File: src/design/sha_pkg.sv
//------------------------------------------------------------------------------
// sha_pkg
// Shared types, constants and round functions of the SHA-256 stream hasher.
//------------------------------------------------------------------------------
`default_nettype none

package sha_pkg;

    localparam int unsigned WordW    = 32;
    localparam int unsigned NumWords = 8;
    localparam int unsigned QDepth   = 4;

    // One schedule word passed from the front to the back.
    typedef struct packed {
        logic               final_blk;  // set on word 15 of the closing block
        logic [WordW-1:0]   word;
    } t_qent;

    function automatic logic [31:0] round_k(input logic [5:0] t);
        logic [31:0] k;
        case (t)
            6'd0:  k = 32'h428a2f98; 6'd1:  k = 32'h71374491;
            6'd2:  k = 32'hb5c0fbcf; 6'd3:  k = 32'he9b5dba5;
            6'd4:  k = 32'h3956c25b; 6'd5:  k = 32'h59f111f1;
            6'd6:  k = 32'h923f82a4; 6'd7:  k = 32'hab1c5ed5;
            6'd8:  k = 32'hd807aa98; 6'd9:  k = 32'h12835b01;
            6'd10: k = 32'h243185be; 6'd11: k = 32'h550c7dc3;
            6'd12: k = 32'h72be5d74; 6'd13: k = 32'h80deb1fe;
            6'd14: k = 32'h9bdc06a7; 6'd15: k = 32'hc19bf174;
            6'd16: k = 32'he49b69c1; 6'd17: k = 32'hefbe4786;
            6'd18: k = 32'h0fc19dc6; 6'd19: k = 32'h240ca1cc;
            6'd20: k = 32'h2de92c6f; 6'd21: k = 32'h4a7484aa;
            6'd22: k = 32'h5cb0a9dc; 6'd23: k = 32'h76f988da;
            6'd24: k = 32'h983e5152; 6'd25: k = 32'ha831c66d;
            6'd26: k = 32'hb00327c8; 6'd27: k = 32'hbf597fc7;
            6'd28: k = 32'hc6e00bf3; 6'd29: k = 32'hd5a79147;
            6'd30: k = 32'h06ca6351; 6'd31: k = 32'h14292967;
            6'd32: k = 32'h27b70a85; 6'd33: k = 32'h2e1b2138;
            6'd34: k = 32'h4d2c6dfc; 6'd35: k = 32'h53380d13;
            6'd36: k = 32'h650a7354; 6'd37: k = 32'h766a0abb;
            6'd38: k = 32'h81c2c92e; 6'd39: k = 32'h92722c85;
            6'd40: k = 32'ha2bfe8a1; 6'd41: k = 32'ha81a664b;
            6'd42: k = 32'hc24b8b70; 6'd43: k = 32'hc76c51a3;
            6'd44: k = 32'hd192e819; 6'd45: k = 32'hd6990624;
            6'd46: k = 32'hf40e3585; 6'd47: k = 32'h106aa070;
            6'd48: k = 32'h19a4c116; 6'd49: k = 32'h1e376c08;
            6'd50: k = 32'h2748774c; 6'd51: k = 32'h34b0bcb5;
            6'd52: k = 32'h391c0cb3; 6'd53: k = 32'h4ed8aa4a;
            6'd54: k = 32'h5b9cca4f; 6'd55: k = 32'h682e6ff3;
            6'd56: k = 32'h748f82ee; 6'd57: k = 32'h78a5636f;
            6'd58: k = 32'h84c87814; 6'd59: k = 32'h8cc70208;
            6'd60: k = 32'h90befffa; 6'd61: k = 32'ha4506ceb;
            6'd62: k = 32'hbef9a3f7; 6'd63: k = 32'hc67178f2;
            default: k = 32'h0;
        endcase
        return k;
    endfunction

    function automatic logic [31:0] init_h(input logic [2:0] i);
        logic [31:0] h;
        case (i)
            3'd0: h = 32'h6a09e667; 3'd1: h = 32'hbb67ae85;
            3'd2: h = 32'h3c6ef372; 3'd3: h = 32'ha54ff53a;
            3'd4: h = 32'h510e527f; 3'd5: h = 32'h9b05688c;
            3'd6: h = 32'h1f83d9ab; 3'd7: h = 32'h5be0cd19;
            default: h = 32'h0;
        endcase
        return h;
    endfunction

    function automatic logic [31:0] big_s0(input logic [31:0] x);
        return {x[1:0], x[31:2]} ^ {x[12:0], x[31:13]} ^ {x[21:0], x[31:22]};
    endfunction

    function automatic logic [31:0] big_s1(input logic [31:0] x);
        return {x[5:0], x[31:6]} ^ {x[10:0], x[31:11]} ^ {x[24:0], x[31:25]};
    endfunction

    function automatic logic [31:0] sml_s0(input logic [31:0] x);
        return {x[6:0], x[31:7]} ^ {x[17:0], x[31:18]} ^ {3'b000, x[31:3]};
    endfunction

    function automatic logic [31:0] sml_s1(input logic [31:0] x);
        return {x[16:0], x[31:17]} ^ {x[18:0], x[31:19]} ^ {10'b0, x[31:10]};
    endfunction

endpackage

`default_nettype wire

File: src/design/sha256_stream_hasher_core.sv
//------------------------------------------------------------------------------
// sha256_stream_hasher_core
// Streaming SHA-256: one message byte per input word, digest out as 8 words.
//------------------------------------------------------------------------------
// Block flow: the back loads 16 words, runs 64 rounds and folds once per block; the
// four-word queue takes only 16 bytes while it is busy, so the other 48 bytes come
// in during the load.
// Digest: the first word is ready once the last padding block is compressed, one or
// two per message, then eight words back to back while the output is ready.
// Reset: synchronous active-low; the hash state returns to the initial values.
//------------------------------------------------------------------------------
`default_nettype none

module sha256_stream_hasher_core (
    input  wire logic           i_clk,
    input  wire logic           i_rst_n,
    input  wire logic           s_axis_tvalid,
    output logic                s_axis_tready,
    input  wire logic [7:0]     s_axis_tdata,   // [7:0] msg_byte
    input  wire logic           s_axis_tuser,   // has_byte
    input  wire logic           s_axis_tlast,   // end_of_message
    output logic                m_axis_tvalid,
    input  wire logic           m_axis_tready,
    output logic [39:0]         m_axis_tdata,   // [31:0] digest_word, [34:32] word_index
    output logic                m_axis_tlast    // last_word
);
    import sha_pkg::*;

    // The front packs bytes and pads; the queue lets it keep taking bytes of
    // the next block while the back is busy compressing the current one.
    logic       w_q_push, w_q_pop, w_q_full, w_q_empty;
    t_qent      w_q_in, w_q_out;
    logic [31:0] w_word;
    logic [2:0]  w_idx;

    sha_front u_front (
        .i_clk      (i_clk),
        .i_rst_n    (i_rst_n),
        .i_valid    (s_axis_tvalid),
        .o_ready    (s_axis_tready),
        .i_msg_byte (s_axis_tdata),
        .i_has_byte (s_axis_tuser),
        .i_end      (s_axis_tlast),
        .i_q_full   (w_q_full),
        .o_q_push   (w_q_push),
        .o_q_data   (w_q_in)
    );

    sha_fifo u_fifo (
        .i_clk   (i_clk),
        .i_rst_n (i_rst_n),
        .i_push  (w_q_push),
        .i_data  (w_q_in),
        .o_full  (w_q_full),
        .i_pop   (w_q_pop),
        .o_data  (w_q_out),
        .o_empty (w_q_empty)
    );

    sha_back u_back (
        .i_clk         (i_clk),
        .i_rst_n       (i_rst_n),
        .i_q_data      (w_q_out),
        .i_q_empty     (w_q_empty),
        .o_q_pop       (w_q_pop),
        .o_valid       (m_axis_tvalid),
        .i_ready       (m_axis_tready),
        .o_digest_word (w_word),
        .o_word_index  (w_idx),
        .o_last_word   (m_axis_tlast)
    );

    // Digest word in the low bits, its index above, zero fill to 40 bits.
    assign m_axis_tdata = {5'b00000, w_idx, w_word};

endmodule

`default_nettype wire

File: src/design/sha_fifo.sv
//------------------------------------------------------------------------------
// sha_fifo
// Short first-in first-out queue of schedule words between front and back.
//------------------------------------------------------------------------------
`default_nettype none

module sha_fifo (
    input  wire logic           i_clk,
    input  wire logic           i_rst_n,
    input  wire logic           i_push,
    input  wire sha_pkg::t_qent i_data,
    output logic                o_full,
    input  wire logic           i_pop,
    output sha_pkg::t_qent      o_data,
    output logic                o_empty
);
    import sha_pkg::*;

    localparam int unsigned PtrW = $clog2(QDepth);

    t_qent              r_mem [QDepth];
    logic [PtrW-1:0]    r_wp, r_rp;
    logic [PtrW:0]      r_cnt;

    assign o_full  = (r_cnt == (PtrW+1)'(QDepth));
    assign o_empty = (r_cnt == '0);
    assign o_data  = r_mem[r_rp];

    always_ff @(posedge i_clk) begin
        if (i_push) begin
            r_mem[r_wp] <= i_data;
        end
    end

    always_ff @(posedge i_clk) begin
        if (!i_rst_n) begin
            r_wp  <= '0;
            r_rp  <= '0;
            r_cnt <= '0;
        end else begin
            if (i_push) r_wp <= r_wp + 1'b1;
            if (i_pop)  r_rp <= r_rp + 1'b1;
            case ({i_push, i_pop})
                2'b10:   r_cnt <= r_cnt + 1'b1;
                2'b01:   r_cnt <= r_cnt - 1'b1;
                default: r_cnt <= r_cnt;
            endcase
        end
    end

endmodule

`default_nettype wire

File: src/design/sha_front.sv
//------------------------------------------------------------------------------
// sha_front
// Takes message bytes, packs them into big-endian words, counts the length
// and generates the padding words at the end of a message.
//------------------------------------------------------------------------------
`default_nettype none

module sha_front (
    input  wire logic           i_clk,
    input  wire logic           i_rst_n,
    input  wire logic           i_valid,
    output logic                o_ready,
    input  wire logic [7:0]     i_msg_byte,
    input  wire logic           i_has_byte,
    input  wire logic           i_end,
    input  wire logic           i_q_full,
    output logic                o_q_push,
    output sha_pkg::t_qent      o_q_data
);
    import sha_pkg::*;

    localparam logic ST_IDLE = 1'b0;
    localparam logic ST_PAD  = 1'b1;
    localparam logic [5:0] LenLastPos = 6'd55;

    logic           r_st, n_st;
    logic [5:0]     r_cnt, n_cnt;
    logic [63:0]    r_len, n_len;
    logic [31:0]    r_part, n_part;
    logic           r_first, n_first;
    logic           r_len_ok, n_len_ok;

    logic           w_acc;
    logic [31:0]    w_byte_word;
    logic [31:0]    w_pad_word;
    logic [5:0]     w_cnt_inc;
    logic [3:0]     w_wi;

    // Place a byte into the partial word at its big-endian lane.
    function automatic logic [31:0] put_byte(input logic [31:0] part,
                                             input logic [7:0] b,
                                             input logic [1:0] lane);
        logic [31:0] r;
        r = part;
        case (lane)
            2'd0:    r[31:24] = b;
            2'd1:    r[23:16] = b;
            2'd2:    r[15:8]  = b;
            default: r[7:0]   = b;
        endcase
        return r;
    endfunction

    assign o_ready     = (r_st == ST_IDLE) && !i_q_full;
    assign w_acc       = i_valid && o_ready;
    assign w_byte_word = put_byte(r_part, i_msg_byte, r_cnt[1:0]);
    assign w_pad_word  = put_byte(r_part, 8'h80, r_cnt[1:0]);
    assign w_cnt_inc   = r_cnt + 6'd1;
    assign w_wi        = r_cnt[5:2];

    always_comb begin
        n_st     = r_st;
        n_cnt    = r_cnt;
        n_len    = r_len;
        n_part   = r_part;
        n_first  = r_first;
        n_len_ok = r_len_ok;
        o_q_push = 1'b0;
        o_q_data = '0;
        case (r_st)
            ST_IDLE: begin
                if (w_acc) begin
                    if (i_has_byte) begin
                        n_len  = r_len + 64'd8;
                        n_cnt  = w_cnt_inc;
                        n_part = w_byte_word;
                        if (r_cnt[1:0] == 2'd3) begin
                            o_q_push = 1'b1;
                            o_q_data.word = w_byte_word;
                            n_part = '0;
                        end
                    end
                    if (i_end) begin
                        n_st     = ST_PAD;
                        n_first  = 1'b1;
                        n_len_ok = (i_has_byte ? w_cnt_inc : r_cnt) <= LenLastPos;
                    end
                end
            end
            ST_PAD: begin
                if (!i_q_full) begin
                    o_q_push = 1'b1;
                    n_first  = 1'b0;
                    n_part   = '0;
                    n_cnt    = {w_wi + 4'd1, 2'b00};
                    if (r_first) begin
                        o_q_data.word = w_pad_word;
                    end else if (r_len_ok && w_wi == 4'd14) begin
                        o_q_data.word = r_len[63:32];
                    end else if (r_len_ok && w_wi == 4'd15) begin
                        o_q_data.word = r_len[31:0];
                    end
                    if (w_wi == 4'd15) begin
                        if (r_len_ok) begin
                            o_q_data.final_blk = 1'b1;
                            n_st  = ST_IDLE;
                            n_len = '0;
                        end
                        n_len_ok = 1'b1;
                    end
                end
            end
            default: n_st = ST_IDLE;
        endcase
    end

    always_ff @(posedge i_clk) begin
        if (!i_rst_n) begin
            r_st     <= ST_IDLE;
            r_cnt    <= '0;
            r_len    <= '0;
            r_part   <= '0;
            r_first  <= 1'b0;
            r_len_ok <= 1'b0;
        end else begin
            r_st     <= n_st;
            r_cnt    <= n_cnt;
            r_len    <= n_len;
            r_part   <= n_part;
            r_first  <= n_first;
            r_len_ok <= n_len_ok;
        end
    end

endmodule

`default_nettype wire

File: src/design/sha_back.sv
//------------------------------------------------------------------------------
// sha_back
// Loads 16 schedule words, runs 64 compression rounds one per cycle, folds
// the result into the hash state and emits the digest after a closing block.
//------------------------------------------------------------------------------
`default_nettype none

module sha_back (
    input  wire logic           i_clk,
    input  wire logic           i_rst_n,
    input  wire sha_pkg::t_qent i_q_data,
    input  wire logic           i_q_empty,
    output logic                o_q_pop,
    output logic                o_valid,
    input  wire logic           i_ready,
    output logic [31:0]         o_digest_word,
    output logic [2:0]          o_word_index,
    output logic                o_last_word
);
    import sha_pkg::*;

    localparam logic [1:0] ST_LOAD  = 2'd0;
    localparam logic [1:0] ST_ROUND = 2'd1;
    localparam logic [1:0] ST_ADD   = 2'd2;
    localparam logic [1:0] ST_OUT   = 2'd3;

    logic [1:0]     r_st;
    logic [5:0]     r_ctr;
    logic [2:0]     r_idx;
    logic           r_final;
    logic [31:0]    r_w [16];
    logic [31:0]    r_v [NumWords];
    logic [31:0]    r_h [NumWords];

    logic [31:0]    w_new_w, w_t1, w_t2, w_ch, w_maj;

    assign w_new_w = sml_s1(r_w[14]) + r_w[9] + sml_s0(r_w[1]) + r_w[0];
    assign w_ch    = (r_v[4] & r_v[5]) ^ (~r_v[4] & r_v[6]);
    assign w_maj   = (r_v[0] & r_v[1]) ^ (r_v[0] & r_v[2]) ^ (r_v[1] & r_v[2]);
    assign w_t1    = r_v[7] + big_s1(r_v[4]) + w_ch + round_k(r_ctr) + r_w[0];
    assign w_t2    = big_s0(r_v[0]) + w_maj;

    assign o_q_pop       = (r_st == ST_LOAD) && !i_q_empty;
    assign o_valid       = (r_st == ST_OUT);
    assign o_digest_word = r_h[r_idx];
    assign o_word_index  = r_idx;
    assign o_last_word   = (r_idx == 3'd7);

    // Schedule window and working variables carry no reset.
    always_ff @(posedge i_clk) begin
        if (o_q_pop) begin
            for (int i = 0; i < 15; i++) r_w[i] <= r_w[i+1];
            r_w[15] <= i_q_data.word;
        end else if (r_st == ST_ROUND) begin
            for (int i = 0; i < 15; i++) r_w[i] <= r_w[i+1];
            r_w[15] <= w_new_w;
        end
        if (o_q_pop && r_ctr == 6'd15) begin
            for (int i = 0; i < NumWords; i++) r_v[i] <= r_h[i];
        end else if (r_st == ST_ROUND) begin
            r_v[7] <= r_v[6];
            r_v[6] <= r_v[5];
            r_v[5] <= r_v[4];
            r_v[4] <= r_v[3] + w_t1;
            r_v[3] <= r_v[2];
            r_v[2] <= r_v[1];
            r_v[1] <= r_v[0];
            r_v[0] <= w_t1 + w_t2;
        end
    end

    always_ff @(posedge i_clk) begin
        if (!i_rst_n) begin
            r_st    <= ST_LOAD;
            r_ctr   <= '0;
            r_idx   <= '0;
            r_final <= 1'b0;
            for (int i = 0; i < NumWords; i++) r_h[i] <= init_h(3'(i));
        end else begin
            case (r_st)
                ST_LOAD: begin
                    if (o_q_pop) begin
                        r_ctr <= r_ctr + 6'd1;
                        if (r_ctr == 6'd15) begin
                            r_final <= i_q_data.final_blk;
                            r_ctr   <= '0;
                            r_st    <= ST_ROUND;
                        end
                    end
                end
                ST_ROUND: begin
                    r_ctr <= r_ctr + 6'd1;
                    if (r_ctr == 6'd63) r_st <= ST_ADD;
                end
                ST_ADD: begin
                    for (int i = 0; i < NumWords; i++) r_h[i] <= r_h[i] + r_v[i];
                    r_idx <= '0;
                    r_st  <= r_final ? ST_OUT : ST_LOAD;
                end
                ST_OUT: begin
                    if (i_ready) begin
                        r_idx <= r_idx + 3'd1;
                        if (r_idx == 3'd7) begin
                            for (int i = 0; i < NumWords; i++) r_h[i] <= init_h(3'(i));
                            r_st <= ST_LOAD;
                        end
                    end
                end
                default: r_st <= ST_LOAD;
            endcase
        end
    end

endmodule

`default_nettype wire

File: config.mk
export PLATFORM = sky130hd
export DESIGN_NAME = sha256_stream_hasher_core
export DESIGN_NICKNAME = d
export VERILOG_FILES = /design/src/design/sha_pkg.sv /design/src/design/sha256_stream_hasher_core.sv /design/src/design/sha_fifo.sv /design/src/design/sha_front.sv /design/src/design/sha_back.sv
export SDC_FILE = /design/constraint.sdc
export NUM_CORES = 2
export LEC_CHECK = 0
export ABC_CLOCK_PERIOD_IN_PS = 16900
export BUFFER_PORTS_ARGS = -buffer_cell sky130_fd_sc_hd__buf_2
export CAP_MARGIN = 20
export CORE_MARGIN = 3
export CORE_UTILIZATION = 60
export DETAILED_ROUTE_END_ITERATION = 16
export PLACE_DENSITY_LB_ADDON = 0.15
export SYNTH_ARGS = -nofsm -noshare
export SYNTH_HDL_FRONTEND = slang
export SYNTH_SLANG_ARGS = --single-unit
File: constraint.sdc
create_clock -name i_clk -period 16.9 [get_ports i_clk]
set_input_delay 0.845 -clock i_clk [delete_from_list [all_inputs] [get_ports i_clk]]
set_output_delay 0.845 -clock i_clk [all_outputs]
set_load 0.03 [all_outputs]
==> impl_metrics.tcl <==
set metrics [dict create \
    cp_max_fo 6 \
    setup_ws_ps 8840 \
    numCtsBuffers 144 \
    worstHoldPathType "input pin to flip-flop" \
    gp_congestion 1.02 \
    critPathSlowestCell "edfxtp_1" \
    grt_pass1_wl_um 342000 \
    max-cap-violations 0 \
    wirelength_um 230000 \
    netlist_area_um2 76400 \
    htreeDepth 4 \
    finClkSkew_ps 35.4 \
    synthToLayoutAreaGrowth_pct 8.85 \
    status "finished, final reports clean" \
    fmax_ghz 0.124 \
    setup-tns-final_ps 0 \
    synth_top_family_by_area "compound AO/OA/AOI/OAI gates" \
    cts_resized 0 \
    startpoint_type "flip-flop" \
    hold_viol_final 0 \
    via_per_inst 6.40 \
    post_drt_wl_per_cell_um 26.0 \
    crit_type "flip-flop to flip-flop" \
    synth-xor-area-share 0.0716 \
    insertion_delay_ps 800 \
    cts_tree "yes" \
    dp_slack_ps 9140 \
    rr_worst_depth 28 \
    synth.distinct_cells 97 \
    drt_first_iter_violations 7243 \
    rsz0062_at_grt "no" \
    synth_edf_count 1028 \
    row_count 130 \
    async_flop_share 0 \
    required_ps 17430 \
    grt_max_degree 146 \
    hold-path-endpoint "u_front.r_st" \
    grt_pass1_vias 52700 \
    min_period_ps 8060 \
    r2r-end "u_back.r_v[0][30]" \
    drive_gt1_frac 0.0772 \
    yosys_register_bits 1314 \
    num_io_pins 57 \
    yosysTopAreaCell "edfxtp_1" \
    clock_path_buffers 3 \
    globalRouteOverflowTotal 0 \
    worstHoldStart "s_axis_tlast" \
    post_cts_buffers 0 \
    cts_hold_buffers 0 \
    yosysWarnings 0 \
    nNetsFinal 7682 \
    antenna_found_initial 12 \
    core_um2 126000 \
    cp-end-kind "flip-flop" \
    initial_core_util 0.606 \
    rrSetupSlack_ps 8840 \
    synth.avg_cell_area_um2 10.7 \
    synthMuxAreaShare 0.0398 \
    clock-sinks 1314 \
    cts_root_buffer "clkbuf_16" \
    die-area_um2 132000 \
    multi_input_area_um2 37200 \
    portBuffers 51 \
    fillers 9666 \
    num_vias 56600 \
    cts.clk_slew.worst_paths_ps 60 \
    final-setup-viol-count 0 \
    die_y_um 363 \
    synth_top_area_frac 0.404 \
    cp.arrival_ps 8580 \
    crit_start "u_back.r_v[0][154]" \
    cp_slowest_stage_delay_ps 630 \
    ys.flop_type "edfxtp_1" \
    grt_use_total 0.346 \
    fp.dieW_um 363 \
    drt_pass1_iterations 6 \
    syn_inst 7123 \
    synth-simple-area-share 0.117 \
    ff_latch_area_um2 36600 \
    dpl.hpwl_um 168000 \
    synthAdderAreaFrac 0.120 \
    synth_area_leaders "edfxtp_1 40%, dfxtp_1 7.5%, ha_1 6.6%" \
    r2r_start "u_back.r_v[0][154]" \
    drtAntennaViolNets 0 \
    ys_seq_area_frac 0.479 \
    drc 0 \
    slew_viol_final 0 \
    post-route-period-util 0.477 \
    synth_compound_area_frac 0.137 \
    worst_pin_slew_ps 1190 \
    hold_depth 3 \
    slew_headroom 0.197 \
    fin_hold_ws_ps 370 \
]
cells in the final DEF (no fill, tap or decap), drive strengths merged, types with 59 or more instances in the layout:
| cell type | count |
|---|---|
| edfxtp | 1028 |
| inv | 373 |
| nand2 | 1099 |
| nand2b | 81 |
| and3 | 60 |
| buf | 126 |
| o211ai | 73 |
| o21ai | 381 |
| a21oi | 490 |
| nand3 | 109 |
| clkinv | 59 |
| nor2b | 70 |
| xor2 | 210 |
| a21o | 182 |
| ha | 404 |
| a211oi | 68 |
| nor3 | 64 |
| fa | 196 |
| nor2 | 404 |
| dfxtp | 286 |
| clkbuf | 188 |
| xnor2 | 412 |
| mux4 | 97 |
layer usage:
layer / track usage / part of all wire / routed length (µm)
met1: 0.529 / 0.44 / 100000
met5: 0 / 0.00026 / 60
met3: 0.0832 / 0.11 / 26200
met4: 0.0979 / 0.030 / 6880
met2: 0.492 / 0.42 / 96700
stage by stage:
stage	cell area, µm²	std cells	utilization
5_1_grt	83100	8841	0.659
6_report	83100	8843	0.659
2_1_floorplan	76400	7127	-
3_5_place_dp	78100	8569	0.620
4_1_cts	83000	8838	0.659
3_3_place_gp	78100	8568	0.620
worst max path at each step:
| stage | cells after the start | slack [ps] | endpoint |
|---|---|---|---|
| 6_report | 28 | 8840 | u_back.r_v[0][30] |
| 5_1_grt | 28 | 8610 | u_back.r_v[0][30] |
| 4_1_cts | 28 | 9110 | u_back.r_v[0][30] |
| 3_5_place_dp | 28 | 9140 | u_back.r_v[0][30] |
| 3_3_place_gp | 28 | 9120 | u_back.r_v[0][30] |
| 2_1_floorplan | 5 | 2480 | u_back.r_v[0][0] |
critical path, delay by kind of cell, from the launching register on:
kind                     cells  cell delay (ps)
adder cells (fa/ha/maj)      6             2500
buffers and inverters        2              140
AND/OR/NAND/NOR              5             1050
flip-flops                   1              630
AO/OA/AOI/OAI               11             2450
XOR/XNOR                     4             1000
synth_stat cells, types with 15 or more instances:
master	n
or3_1	36
o21ai_1	16
and3_1	59
inv_1	364
a21o_1	182
a22oi_1	54
fa_1	196
a31oi_1	51
and2_1	20
a311oi_1	18
clkbuf_1	274
nor2_1	401
a221oi_1	15
nor3_1	64
nand4_1	29
o22ai_1	30
nand2_1	1099
maj3_1	22
buf_1	37
o21ai_0	365
xor2_1	210
a211oi_1	68
nor3b_1	18
nor2b_1	70
xnor2_1	412
edfxtp_1	1028
dfxtp_1	286
o21a_1	49
nand3_1	109
mux2i_1	39
mux2_2	40
ha_1	404
o21bai_1	44
mux4_2	97
o211ai_1	73
a21oi_1	486
o31ai_1	28
nand2b_1	81
kinds of logic (layout without fill, tap and decap cells):
logic type | Yosys count | count (layout)
flip-flops | 1314 | 1314
other | 1 | 7
AO/OA/AOI/OAI | 1645 | 1645
buffers and inverters | 699 | 763
multiplexers | 177 | 177
XOR/XNOR | 623 | 623
adder cells (fa/ha/maj) | 622 | 622
AND/OR/NAND/NOR | 2042 | 2042
sequential cells by signal, summed over array words and instances (netlist names), 2 cells and up, named ones only:
signal	flops
u_front.r_cnt	6
u_fifo.r_rp	2
u_back.r_ctr	6
u_fifo.r_wp	2
u_back.o_word_index	3
u_back.r_h	256
u_front.r_part	32
u_back.r_st	2
u_front.r_len	61
u_fifo.r_cnt	3
u_fifo.r_mem	132
u_back.r_w	512
u_back.r_v	256
layout make-up:
| class | instances | area share |
|---|---|---|
| sequential | 1314 | 0.440 |
| clock buffer | 188 | 0.0473 |
| clock inverter | 81 | 0.0120 |
| antenna | 2 | 0.0000602 |
| timing repair buffer | 126 | 0.0108 |
| inverter | 368 | 0.0167 |
| tap | 1650 | 0.0248 |
| multi-input combinational | 5114 | 0.448 |
Power is left out: the tool's default activity adds up to more than one toggle a clock period on the data nets, which glitch-free logic cannot reach.
